===== src/xte_pkg.sv =====
// shared types, character codes and run-expansion helpers for the xml text escaper
`default_nettype none

package xte_pkg;

  // run kinds: how one accepted byte expands on the output
  localparam logic [2:0] KIND_PLAIN = 3'd0;
  localparam logic [2:0] KIND_AMP   = 3'd1;
  localparam logic [2:0] KIND_LT    = 3'd2;
  localparam logic [2:0] KIND_GT    = 3'd3;
  localparam logic [2:0] KIND_QUOT  = 3'd4;
  localparam logic [2:0] KIND_HEX   = 3'd5;

  // input characters that need escaping
  localparam logic [7:0] CH_NUL  = 8'h00;
  localparam logic [7:0] CH_AMP  = 8'h26;
  localparam logic [7:0] CH_LT   = 8'h3c;
  localparam logic [7:0] CH_GT   = 8'h3e;
  localparam logic [7:0] CH_QUOT = 8'h22;

  // entity texts, left aligned in six byte slots
  localparam logic [47:0] TXT_AMP  = {"&amp;", 8'h00};
  localparam logic [47:0] TXT_LT   = {"&lt;", 16'h0000};
  localparam logic [47:0] TXT_GT   = {"&gt;", 16'h0000};
  localparam logic [47:0] TXT_QUOT = "&quot;";
  localparam logic [23:0] TXT_HEX_HEAD = "&#x";
  localparam logic [7:0]  TXT_SEMI     = ";";

  localparam int unsigned QUEUE_DEPTH = 2;

  typedef struct packed {
    logic [2:0] kind;
    logic [7:0] data;
  } xte_entry_t;

  // lower-case hex digit
  function automatic logic [7:0] hex_digit(input logic [3:0] nib);
    logic [7:0] wide;
    wide = {4'h0, nib};
    if (nib < 4'd10) begin
      hex_digit = wide + 8'h30;
    end else begin
      hex_digit = wide + 8'h57;
    end
  endfunction

  // number of output bytes a run produces
  function automatic logic [2:0] run_len(input logic [2:0] kind);
    unique case (kind)
      KIND_AMP:              run_len = 3'd5;
      KIND_LT, KIND_GT:      run_len = 3'd4;
      KIND_QUOT, KIND_HEX:   run_len = 3'd6;
      default:               run_len = 3'd1;
    endcase
  endfunction

  // byte at position idx of a run
  function automatic logic [7:0] run_byte(input xte_entry_t ent, input logic [2:0] idx);
    logic [47:0] txt;
    unique case (ent.kind)
      KIND_AMP:  txt = TXT_AMP;
      KIND_LT:   txt = TXT_LT;
      KIND_GT:   txt = TXT_GT;
      KIND_QUOT: txt = TXT_QUOT;
      KIND_HEX:  txt = {TXT_HEX_HEAD, hex_digit(ent.data[7:4]), hex_digit(ent.data[3:0]),
                        TXT_SEMI};
      default:   txt = {ent.data, 40'h0};
    endcase
    run_byte = txt[6'd47 - {idx, 3'b000} -: 8];
  endfunction

endpackage

`default_nettype wire


===== src/xte_in_if.sv =====
// input channel: one text byte with its escaping mode
`default_nettype none

interface xte_in_if;
  logic       valid;
  logic       ready;
  logic       command;
  logic [7:0] in_byte;

  modport source (output valid, output command, output in_byte, input ready);
  modport sink (input valid, input command, input in_byte, output ready);
endinterface

`default_nettype wire


===== src/xte_out_if.sv =====
// output channel: one escaped byte with its end-of-run flag
`default_nettype none

interface xte_out_if;
  logic       valid;
  logic       ready;
  logic [7:0] out_byte;
  logic       last_of_run;

  modport source (output valid, output out_byte, output last_of_run, input ready);
  modport sink (input valid, input out_byte, input last_of_run, output ready);
endinterface

`default_nettype wire


===== src/xte_front.sv =====
// front end: accepts text bytes, drops terminators and classifies the rest into runs
`default_nettype none

module xte_front
  import xte_pkg::*;
(
  xte_in_if.sink      in_ch,
  input  wire logic   q_full,
  output logic        push,
  output xte_entry_t  push_ent
);

  logic [2:0] kind;

  always_comb begin
    unique case (in_ch.in_byte)
      CH_AMP:  kind = KIND_AMP;
      CH_LT:   kind = KIND_LT;
      CH_GT:   kind = KIND_GT;
      CH_QUOT: kind = in_ch.command ? KIND_QUOT : KIND_PLAIN;
      default: kind = in_ch.in_byte[7] ? KIND_HEX : KIND_PLAIN;
    endcase
  end

  assign in_ch.ready   = !q_full;
  // terminator is consumed but queues nothing
  assign push          = in_ch.valid && !q_full && (in_ch.in_byte != CH_NUL);
  assign push_ent.kind = kind;
  assign push_ent.data = in_ch.in_byte;

endmodule

`default_nettype wire


===== src/xte_queue.sv =====
// two-entry run queue between front and back ends
`default_nettype none

module xte_queue
  import xte_pkg::*;
(
  input  wire logic        clk,
  input  wire logic        rst,
  input  wire logic        push,
  input  wire xte_entry_t  push_ent,
  input  wire logic        pop,
  output logic             full,
  output logic             head_valid,
  output xte_entry_t       head_ent
);

  xte_entry_t mem [QUEUE_DEPTH];
  logic       wr_ptr;
  logic       rd_ptr;
  logic [1:0] count;

  assign full       = (count == 2'(QUEUE_DEPTH));
  assign head_valid = (count != 2'd0);
  assign head_ent   = mem[rd_ptr];

  always_ff @(posedge clk) begin
    if (push) begin
      mem[wr_ptr] <= push_ent;
    end
  end

  always_ff @(posedge clk) begin
    if (rst) begin
      wr_ptr <= 1'b0;
      rd_ptr <= 1'b0;
      count  <= 2'd0;
    end else begin
      if (push) begin
        wr_ptr <= ~wr_ptr;
      end
      if (pop) begin
        rd_ptr <= ~rd_ptr;
      end
      case ({push, pop})
        2'b10:   count <= count + 2'd1;
        2'b01:   count <= count - 2'd1;
        default: count <= count;
      endcase
    end
  end

endmodule

`default_nettype wire


===== src/xte_back.sv =====
// back end: walks the head run one byte per cycle, unless stalled, into a registered output
`default_nettype none

module xte_back
  import xte_pkg::*;
(
  input  wire logic        clk,
  input  wire logic        rst,
  input  wire logic        head_valid,
  input  wire xte_entry_t  head_ent,
  output logic             pop,
  xte_out_if.source        out_ch
);

  logic       idx;
  logic [2:0] pos;
  logic       load;
  logic       at_last;
  logic       o_valid;
  logic [7:0] o_byte;
  logic       o_last;

  assign load    = head_valid && (!o_valid || out_ch.ready);
  assign at_last = (pos == run_len(head_ent.kind) - 3'd1);
  assign pop     = load && at_last;
  assign idx     = 1'b0;

  always_ff @(posedge clk) begin
    if (rst) begin
      o_valid <= 1'b0;
      pos     <= 3'd0;
    end else begin
      if (load) begin
        o_valid <= 1'b1;
        pos     <= at_last ? 3'd0 : pos + 3'd1;
      end else if (out_ch.ready) begin
        o_valid <= idx;
      end
    end
  end

  always_ff @(posedge clk) begin
    if (load) begin
      o_byte <= run_byte(head_ent, pos);
      o_last <= at_last;
    end
  end

  assign out_ch.valid       = o_valid;
  assign out_ch.out_byte    = o_byte;
  assign out_ch.last_of_run = o_last;

endmodule

`default_nettype wire


===== src/xml_text_escaper_core.sv =====
// top level of the xml text escaper: front end, run queue and back end
`default_nettype none

// xml text escaper. Each input item is one text byte plus a mode bit (0 element
// text, 1 attribute value). The block emits the escaped text as a run of output
// items: '&', '<', '>' become &amp; &lt; &gt;, in attribute mode '"' becomes
// &quot;, any byte with bit 7 set becomes &#xhh; with lower-case hex, and all other
// nonzero bytes pass through. last_of_run marks the final byte of each run. A zero
// byte is accepted and produces nothing. Rate: while the output is not stalled,
// the back end emits one output byte per cycle, and an escaped byte expands to a
// run of 4, 5 or 6 bytes; the sustained input rate is one item per cycle for
// plain text with the output not stalled. Input is taken whenever the two-entry
// run queue has room, so the input side keeps flowing, until the queue fills,
// while the output register holds a stalled byte. An accepted item passes the
// queue register, then the output register. No state is kept between items.

module xml_text_escaper_core
  import xte_pkg::*;
(
  input  wire logic  clk,
  input  wire logic  rst,
  xte_in_if.sink     in_ch,
  xte_out_if.source  out_ch
);

  // front to queue
  logic       push;
  xte_entry_t push_ent;
  logic       q_full;

  // queue to back
  logic       head_valid;
  xte_entry_t head_ent;
  logic       pop;

  // classify and drop terminators
  xte_front u_front (
    .in_ch    (in_ch),
    .q_full   (q_full),
    .push     (push),
    .push_ent (push_ent)
  );

  // decouples input acceptance from run expansion
  xte_queue u_queue (
    .clk        (clk),
    .rst        (rst),
    .push       (push),
    .push_ent   (push_ent),
    .pop        (pop),
    .full       (q_full),
    .head_valid (head_valid),
    .head_ent   (head_ent)
  );

  // expand runs byte by byte into the output register
  xte_back u_back (
    .clk        (clk),
    .rst        (rst),
    .head_valid (head_valid),
    .head_ent   (head_ent),
    .pop        (pop),
    .out_ch     (out_ch)
  );

endmodule

`default_nettype wire


===== src/flat_wrapper.sv =====
// flat-port wrapper written by rule: the top's interface ports become plain ports
module xml_text_escaper_core_flat import xte_pkg::*;
  (clk, rst, in_ch_valid, in_ch_command, in_ch_in_byte, in_ch_ready, out_ch_valid, out_ch_out_byte, out_ch_last_of_run, out_ch_ready);
  xte_in_if in_ch_i ();
  xte_out_if out_ch_i ();
  input  wire logic clk;
  input  wire logic rst;
  input wire logic [$bits(in_ch_i.valid)-1:0] in_ch_valid;
  input wire logic [$bits(in_ch_i.command)-1:0] in_ch_command;
  input wire logic [$bits(in_ch_i.in_byte)-1:0] in_ch_in_byte;
  output wire logic [$bits(in_ch_i.ready)-1:0] in_ch_ready;
  output wire logic [$bits(out_ch_i.valid)-1:0] out_ch_valid;
  output wire logic [$bits(out_ch_i.out_byte)-1:0] out_ch_out_byte;
  output wire logic [$bits(out_ch_i.last_of_run)-1:0] out_ch_last_of_run;
  input wire logic [$bits(out_ch_i.ready)-1:0] out_ch_ready;
  assign in_ch_i.valid = in_ch_valid;
  assign in_ch_i.command = in_ch_command;
  assign in_ch_i.in_byte = in_ch_in_byte;
  assign in_ch_ready = in_ch_i.ready;
  assign out_ch_valid = out_ch_i.valid;
  assign out_ch_out_byte = out_ch_i.out_byte;
  assign out_ch_last_of_run = out_ch_i.last_of_run;
  assign out_ch_i.ready = out_ch_ready;
  xml_text_escaper_core u_core (.clk(clk), .rst(rst), .in_ch(in_ch_i), .out_ch(out_ch_i));
endmodule

===== config.mk =====
export PLATFORM = sky130hd
export DESIGN_NAME = xml_text_escaper_core_flat
export DESIGN_NICKNAME = d
export VERILOG_FILES = /design/src/xte_pkg.sv /design/src/xte_in_if.sv /design/src/xte_out_if.sv /design/src/xte_front.sv /design/src/xte_queue.sv /design/src/xte_back.sv /design/src/xml_text_escaper_core.sv /design/src/flat_wrapper.sv
export SDC_FILE = /design/constraint.sdc
export NUM_CORES = 1
export LEC_CHECK = 0
export ABC_CLOCK_PERIOD_IN_PS = 2900
export BUFFER_PORTS_ARGS = -buffer_cell sky130_fd_sc_hd__buf_2
export CAP_MARGIN = 25
export CELL_PAD_IN_SITES_DETAIL_PLACEMENT = 1
export CELL_PAD_IN_SITES_GLOBAL_PLACEMENT = 2
export CORE_MARGIN = 2
export CORE_UTILIZATION = 38
export CTS_CLUSTER_SIZE = 14
export DETAILED_ROUTE_END_ITERATION = 10
export PLACE_DENSITY = 0.83
export SLEW_MARGIN = 20
export SYNTH_ARGS = -nofsm -noshare
export SYNTH_HDL_FRONTEND = slang
export SYNTH_SLANG_ARGS = --single-unit

===== constraint.sdc =====
create_clock -name clk -period 2.9 [get_ports clk]
set_input_delay 0.87 -clock clk [delete_from_list [all_inputs] [get_ports clk]]
set_output_delay 0.87 -clock clk [all_outputs]
set_load 0.01 [all_outputs]

==> impl_metrics.yaml, run 1 <==
final_layout:
  finish.instance_area_um2: 2700
  fillers: 657
  nNetsFinal: 274
  area_growth_syn_to_layout_pct: 15.8
  fin_cells: 333
  diodes: 0
  drive_above_1_share: 0.240
place:
  dp_hpwl_um: 4760
  dpl_cell_area_um2: 2590
  io_buffer_count: 23
  place.gp.congestion: 0.885
  dpl.cell_count: 325
routing:
  route.detailed.drc: 0
  dr.pass1.iters: 4
  vias: 1931
  viasPerCell: 5.80
  wl_um: 6180
  ant_nets: 0
  first_iter_violations: 152
  wire_per_inst_um: 18.6
timing:
  fin_skew_ns: 0.00708
  max_slew_margin: 0.376
  finalSetupViolations: 0
  fin_crit_ns: 2.61
  fin_crit_sh: 0.899
  rsz0062_at_grt: "no"
  max_freq_mhz: 384
  fin_tns_setup_ns: 0
  worst_slew_pin_slew_ns: 0.933
  holdWs_ns: 0.508
  final-max-slew-violation-count: 0
  hold_viol_final: 0
synthesis:
  ys_top_cells_by_count: "31 x edfxtp_1, 20 x nor2_1, 15 x nand2_1"
  syn_inst: 222
  yosysMostFrequentCell: "edfxtp_1"
  ys.flop_type: "edfxtp_1"
  ys_seq_area_frac: 0.476
  syn_avg_cell_area_um2: 10.5
  async_reset_ff_frac: 0
  synth_seq_cells: 40
  synth_cell_types: 58
  yosys.area.top_type: "edfxtp_1"
  synth_edf_count: 31
  syn_nets: 239
  synth_top_cell_area_share: 0.399
  syn_area_um2: 2330
  synth.top_cells.by_area: "edfxtp_1 40%, dfxtp_1 7.7%, mux2i_1 3.9%"
  ys.warnings.count: 0
run_status:
  run_status: "complete, no violations"
clocking:
  h-tree-depth: 2
  cts-resized-gates: 0
  cts.sinks: 40
  path_clk_slew_ns: 0.08
  clock_path_buffers: 2
  ctsHoldBuffers: 0
  cts_tree: "built"
  cts_buffers: 5
  post_cts_buffers: 0
  cts-root-buf: "clkbuf_8"
  clk_latency_ns: 0.29
die:
  initial_core_util: 0.394
  die_area_um2: 6780
  die_height_um: 82.3
  coreArea_um2: 5920
  ios: 24
  dieWidth_um: 82.3
  rows: 28
global_route:
  grt_pass1_vias: 1955
  antenna_found_initial: 0
  grt_pass1_wl_um: 10300
  grt_usage: 0.206
  grt-ovfl-total: 0
  grt_max_degree: 14
power:
  power_density_nw_per_um2: 1020
  total_leakage_power_nw: 0.977
  peakVddDrop_mv: 0.389
worst_setup_path:
  cp-end-kind: "register"
  required_ns: 3.07
  crit_fanout: 7
  crit_arrival_ns: 2.78
  crit_type: "reg2reg"
  crit_path_start_kind: "register"
hold_path:
  hold_path_class: "reg2reg"
run:
  drv_cap: 0
-- sequential cells by signal, indices dropped and copies added, names as in the netlist, named ones only --
signal,flops
u_core.u_queue.wr_ptr,1
u_core.u_queue.rd_ptr,1
u_core.u_back.out_ch.valid,1
u_core.u_queue.count,2
u_core.u_back.out_ch.last_of_run,1
u_core.u_back.pos,3
u_core.u_queue.mem,22
u_core.u_back.out_ch.out_byte,8
-- worst max-delay path, cell delays in order, from the launching register on --
cell and delay, ns:
dfxtp_1 0.49, buf_4 0.22, mux2i_1 0.50, ha_1 0.33, and3_2 0.17, or4_1 0.41, a21oi_1 0.21, a311o_2 0.14
-- power by group --
part | switching, mW | total (mW) | internal (mW) | leakage [nW]
registers | 0.0992 | 0.930 | 0.831 | 0.365
logic | 0.813 | 1.35 | 0.540 | 0.558
clock network | 0.206 | 0.461 | 0.255 | 0.0541
-- metrics by stage --
stage               setup slack (ns)  power, mW  utilization
floorplan                      0.361       1.85            -
global placement               0.266       2.28        0.437
detailed placement             0.309       2.29        0.437
CTS                            0.281       2.76        0.456
global route                  0.0909       2.96        0.456
finish                         0.293       2.74        0.456
-- metal layers --
metal	vias up	share of wire	GRT usage
met4	0	0.026	0.0900
met3	15	0.044	0.0359
met1	916	0.47	0.285
met2	62	0.46	0.315
li1	938	-	-
met5	-	0	0
-- area by class of cell --
type	count	area (um2)	area share
Clock buffer	5	68.8	0.0255
Tap cell	75	93.8	0.0348
Clock inverter	3	42.5	0.0158
Timing Repair Buffer	35	205	0.0760
Inverter	5	18.8	0.00695
Sequential cell	40	1110	0.411
Multi-Input combinational cell	170	1160	0.430
-- final timing paths --
| path | from | end | slack [ns] | depth (start not counted) |
|---|---|---|---|---|
| worst min register to register | u_core.u_back.out_ch.valid | u_core.u_back.out_ch.valid | 0.51 | 2 |
| worst min-delay path | u_core.u_back.out_ch.valid | u_core.u_back.out_ch.valid | 0.51 | 2 |
| worst max register to register | register | u_core.u_back.out_ch.out_byte[1] | 0.29 | 7 |
| worst max-delay path | register | u_core.u_back.out_ch.out_byte[1] | 0.29 | 7 |
-- kinds of logic (layout without fill, tap and decap cells) --
family                     count (synthesis)  after routing  share of synthesized area
adders and majority gates                  4              4                     0.0215
DFF                                       40             40                      0.476
muxes                                     15             15                     0.0708
xor gates and xnor gates                   6              6                     0.0225
and+or+nand+nor                           81             81                      0.186
buffers and inverters                     12             48                     0.0263
AOI/OAI and AO/OA                         64             64                      0.196
-- layout by cell type, fill, tap and decap left out, drive strengths merged, types with 2 or more instances in the layout --
cell type | synthesis | routed
o221ai | 3 | 3
o21ai | 12 | 12
and3 | 3 | 3
buf | 3 | 35
or2 | 2 | 2
and2 | 2 | 2
clkbuf | 4 | 5
or4 | 3 | 3
ha | 4 | 4
a21oi | 15 | 15
nor2 | 20 | 20
mux2 | 6 | 6
xnor2 | 5 | 5
a211oi | 2 | 2
nor2b | 2 | 2
or3 | 3 | 3
a221oi | 4 | 4
o311ai | 2 | 2
mux2i | 9 | 9
a31o | 2 | 2
edfxtp | 31 | 31
nand3 | 7 | 7
nor3b | 2 | 2
nand3b | 2 | 2
o211ai | 6 | 6
nand2 | 17 | 17
nor3 | 5 | 5
nor4b | 2 | 2
dfxtp | 9 | 9
nand2b | 7 | 7
a22oi | 2 | 2
a31oi | 3 | 3
inv | 5 | 5
a21boi | 2 | 2
No activity file was read; power rests on OpenSTA's default activity.
==> run 2, diff against run 1 <==
Settings changed: ABC_AREA from default to 1, CORE_UTILIZATION 38 to 35, PLACE_DENSITY 0.83 to 0.84.
==> run 2 against run 1 <==
  * Clock skew rose by 0.00067 ns
  * Total power rose by 14%
  * Synthesized area rose by 10%
  * Largest power group unchanged
  * First-iteration DRC count fell by 31%
  * Sequential share of layout area fell by 2.6 points
  * Register-to-register slack improved by 0.27 ns
  * Critical endpoint is now u_core.u_queue.count[1]
  * Worst hold slack got worse by 0.028 ns
  * Combinational power rose by 33%
  * Worst setup slack improved by 0.27 ns
  * Clock-buffer cell count rose by 1
  * Flip-flop and latch count did not move
  * Utilization fell by 5.4 points
==> impl_metrics.yaml, run 2 <==
clocking:
  cts_buffers: 5
  cts-resized-gates: 0
  post_cts_buffers: 0
  ctsHoldBuffers: 0
  clk_latency_ns: 0.30
  cts-root-buf: "clkbuf_8"
  cts_tree: "built"
  path_clk_slew_ns: 0.09
  h-tree-depth: 2
  clock_path_buffers: 2
  cts.sinks: 40
final_layout:
  largest_reg_flops: 22
  final_cell_mix: "102 x nand2_1, 45 x inv_1, 31 x edfxtp_1"
  area_growth_syn_to_layout_pct: 12.5
  fillers: 911
  nNetsFinal: 383
  largest_register: "u_core.u_queue.mem"
  diodes: 0
  drive_above_1_share: 0.226
  final_common_cell: "nand2_1"
synthesis:
  synth_edf_count: 31
  async_reset_ff_frac: 0
  synth_top_cell_area_share: 0.363
  ys_seq_area_frac: 0.433
  ys.flop_type: "edfxtp_1"
  synth_cell_types: 31
  yosys.area.top_type: "edfxtp_1"
  yosysMostFrequentCell: "nand2_1"
  synth_seq_cells: 40
  syn_area_um2: 2560
  ys.warnings.count: 0
  syn_nets: 353
  syn_avg_cell_area_um2: 7.63
  ys_top_cells_by_count: "102 x nand2_1, 45 x inv_1, 31 x edfxtp_1"
  syn_inst: 336
  synth.top_cells.by_area: "edfxtp_1 36%, nand2_1 15%, dfxtp_1 7.0%"
global_route:
  grt_max_degree: 16
  grt_usage: 0.175
  grt_pass1_wl_um: 10700
  grt-ovfl-total: 0
  antenna_found_initial: 0
  grt_pass1_vias: 2240
routing:
  wire_per_inst_um: 13.5
  ant_nets: 0
  viasPerCell: 4.60
  wl_um: 6300
  dr.pass1.iters: 4
  route.detailed.drc: 0
  first_iter_violations: 105
  vias: 2145
timing:
  holdWs_ns: 0.480
  fin_skew_ns: 0.00774
  hold_viol_final: 0
  final-max-slew-violation-count: 0
  fin_tns_setup_ns: 0
  worst_slew_pin_slew_ns: 0.528
  fin_crit_ns: 2.34
  rsz0062_at_grt: "no"
  max_freq_mhz: 427
  max_slew_margin: 0.648
  fin_crit_sh: 0.807
  finalSetupViolations: 0
hold_path:
  hold_path_class: "reg2reg"
  min_from: "u_core.u_queue.count[1]"
run_status:
  run_status: "complete, no violations"
die:
  coreArea_um2: 7180
  initial_core_util: 0.357
  rows: 31
  ios: 24
  die_area_um2: 8030
  dieWidth_um: 89.6
  die_height_um: 89.6
worst_setup_path:
  required_ns: 3.14
  cp-end-kind: "register"
  crit_path_start_kind: "register"
  slowest_stage: "dfxtp_1"
  slowest_delay_ns: 0.66
  crit_arrival_ns: 2.58
  crit_type: "reg2reg"
  crit_fanout: 9
  path_common_cell: "nand2_2"
  crit_chain: "nand2_1 -> nand2_4 -> nand2_2 -> nand2_2 -> nand2_2 -> nand2_2 -> inv_2 -> nand3_2 -> inv_1 -> ha_1 -> inv_1 -> nand2_1 -> nor2_1 -> o21ai_0 -> a21oi_1"
run:
  drv_cap: 0
place:
  io_buffer_count: 23
  dp_hpwl_um: 5100
  place.gp.congestion: 0.826
power:
  power_density_nw_per_um2: 1090
  total_leakage_power_nw: 1.36
  peakVddDrop_mv: 0.396
run 2: path summary, 6_finish.rpt:
| check | cells past startpoint | end | slack, ns |
|---|---|---|---|
| max reg2reg | 15 | u_core.u_queue.count[1] | 0.56 |
| min reg2reg | 1 | u_core.u_queue.count[1] | 0.48 |
| max | 15 | u_core.u_queue.count[1] | 0.56 |
| min | 1 | u_core.u_queue.count[1] | 0.48 |
run 2: cell type report:
| class | instances | area, um2 | share of cell area |
|---|---|---|---|
| clock inverter | 2 | 16.3 | 0.00564 |
| clock buffer | 6 | 72.6 | 0.0252 |
| inverter | 52 | 203 | 0.0703 |
| timing repair buffer | 29 | 160 | 0.0555 |
| sequential | 40 | 1110 | 0.385 |
| tap | 99 | 124 | 0.0429 |
| multi-input combinational | 238 | 1200 | 0.415 |
run 2: critical path: cells and delay by family (launching register included):
family | cells | cell delay (ns)
adder cells (fa/ha/maj) | 1 | 0.28
buffers and inverters | 3 | 0.17
AND/OR/NAND/NOR | 9 | 0.96
flip-flops | 1 | 0.66
AO/OA/AOI/OAI | 2 | 0.20
run 2: kinds of logic after synthesis:
group / count (synthesis) / synth area share
and+or+nand+nor: 201 / 0.374
buffers and inverters: 58 / 0.0995
DFF: 40 / 0.433
AOI/OAI and AO/OA: 33 / 0.0742
adders and majority gates: 4 / 0.0195
run 2: routing by layer:
layer / vias to the layer above / routed length, um / share of wire / GRT usage
met5: - / 0 / 0 / 0
met4: 0 / 121 / 0.019 / 0.0583
met2: 32 / 3030 / 0.48 / 0.300
met1: 970 / 2990 / 0.48 / 0.224
met3: 8 / 147 / 0.023 / 0.0274
li1: 1135 / - / - / -
run 2: per-stage QoR:
stage | cell area, um2 | total power, mW | instances | util | setup WS, ns
final | 2890 | 3.13 | 466 | 0.402 | 0.559
after global routing | 2890 | 3.45 | 466 | 0.402 | 0.253
after CTS | 2890 | 3.18 | 466 | 0.402 | 0.529
after detailed placement | 2800 | 2.78 | 458 | 0.390 | 0.577
after global placement | 2800 | 2.75 | 458 | 0.390 | 0.690
after floorplan | 2560 | 2.31 | 336 | - | 0.618
run 2: where the power goes:
| group | internal, mW | switching, mW |
|---|---|---|
| combinational | 0.589 | 1.21 |
| clock | 0.171 | 0.213 |
| sequential | 0.847 | 0.0987 |
| total | 1.61 | 1.53 |
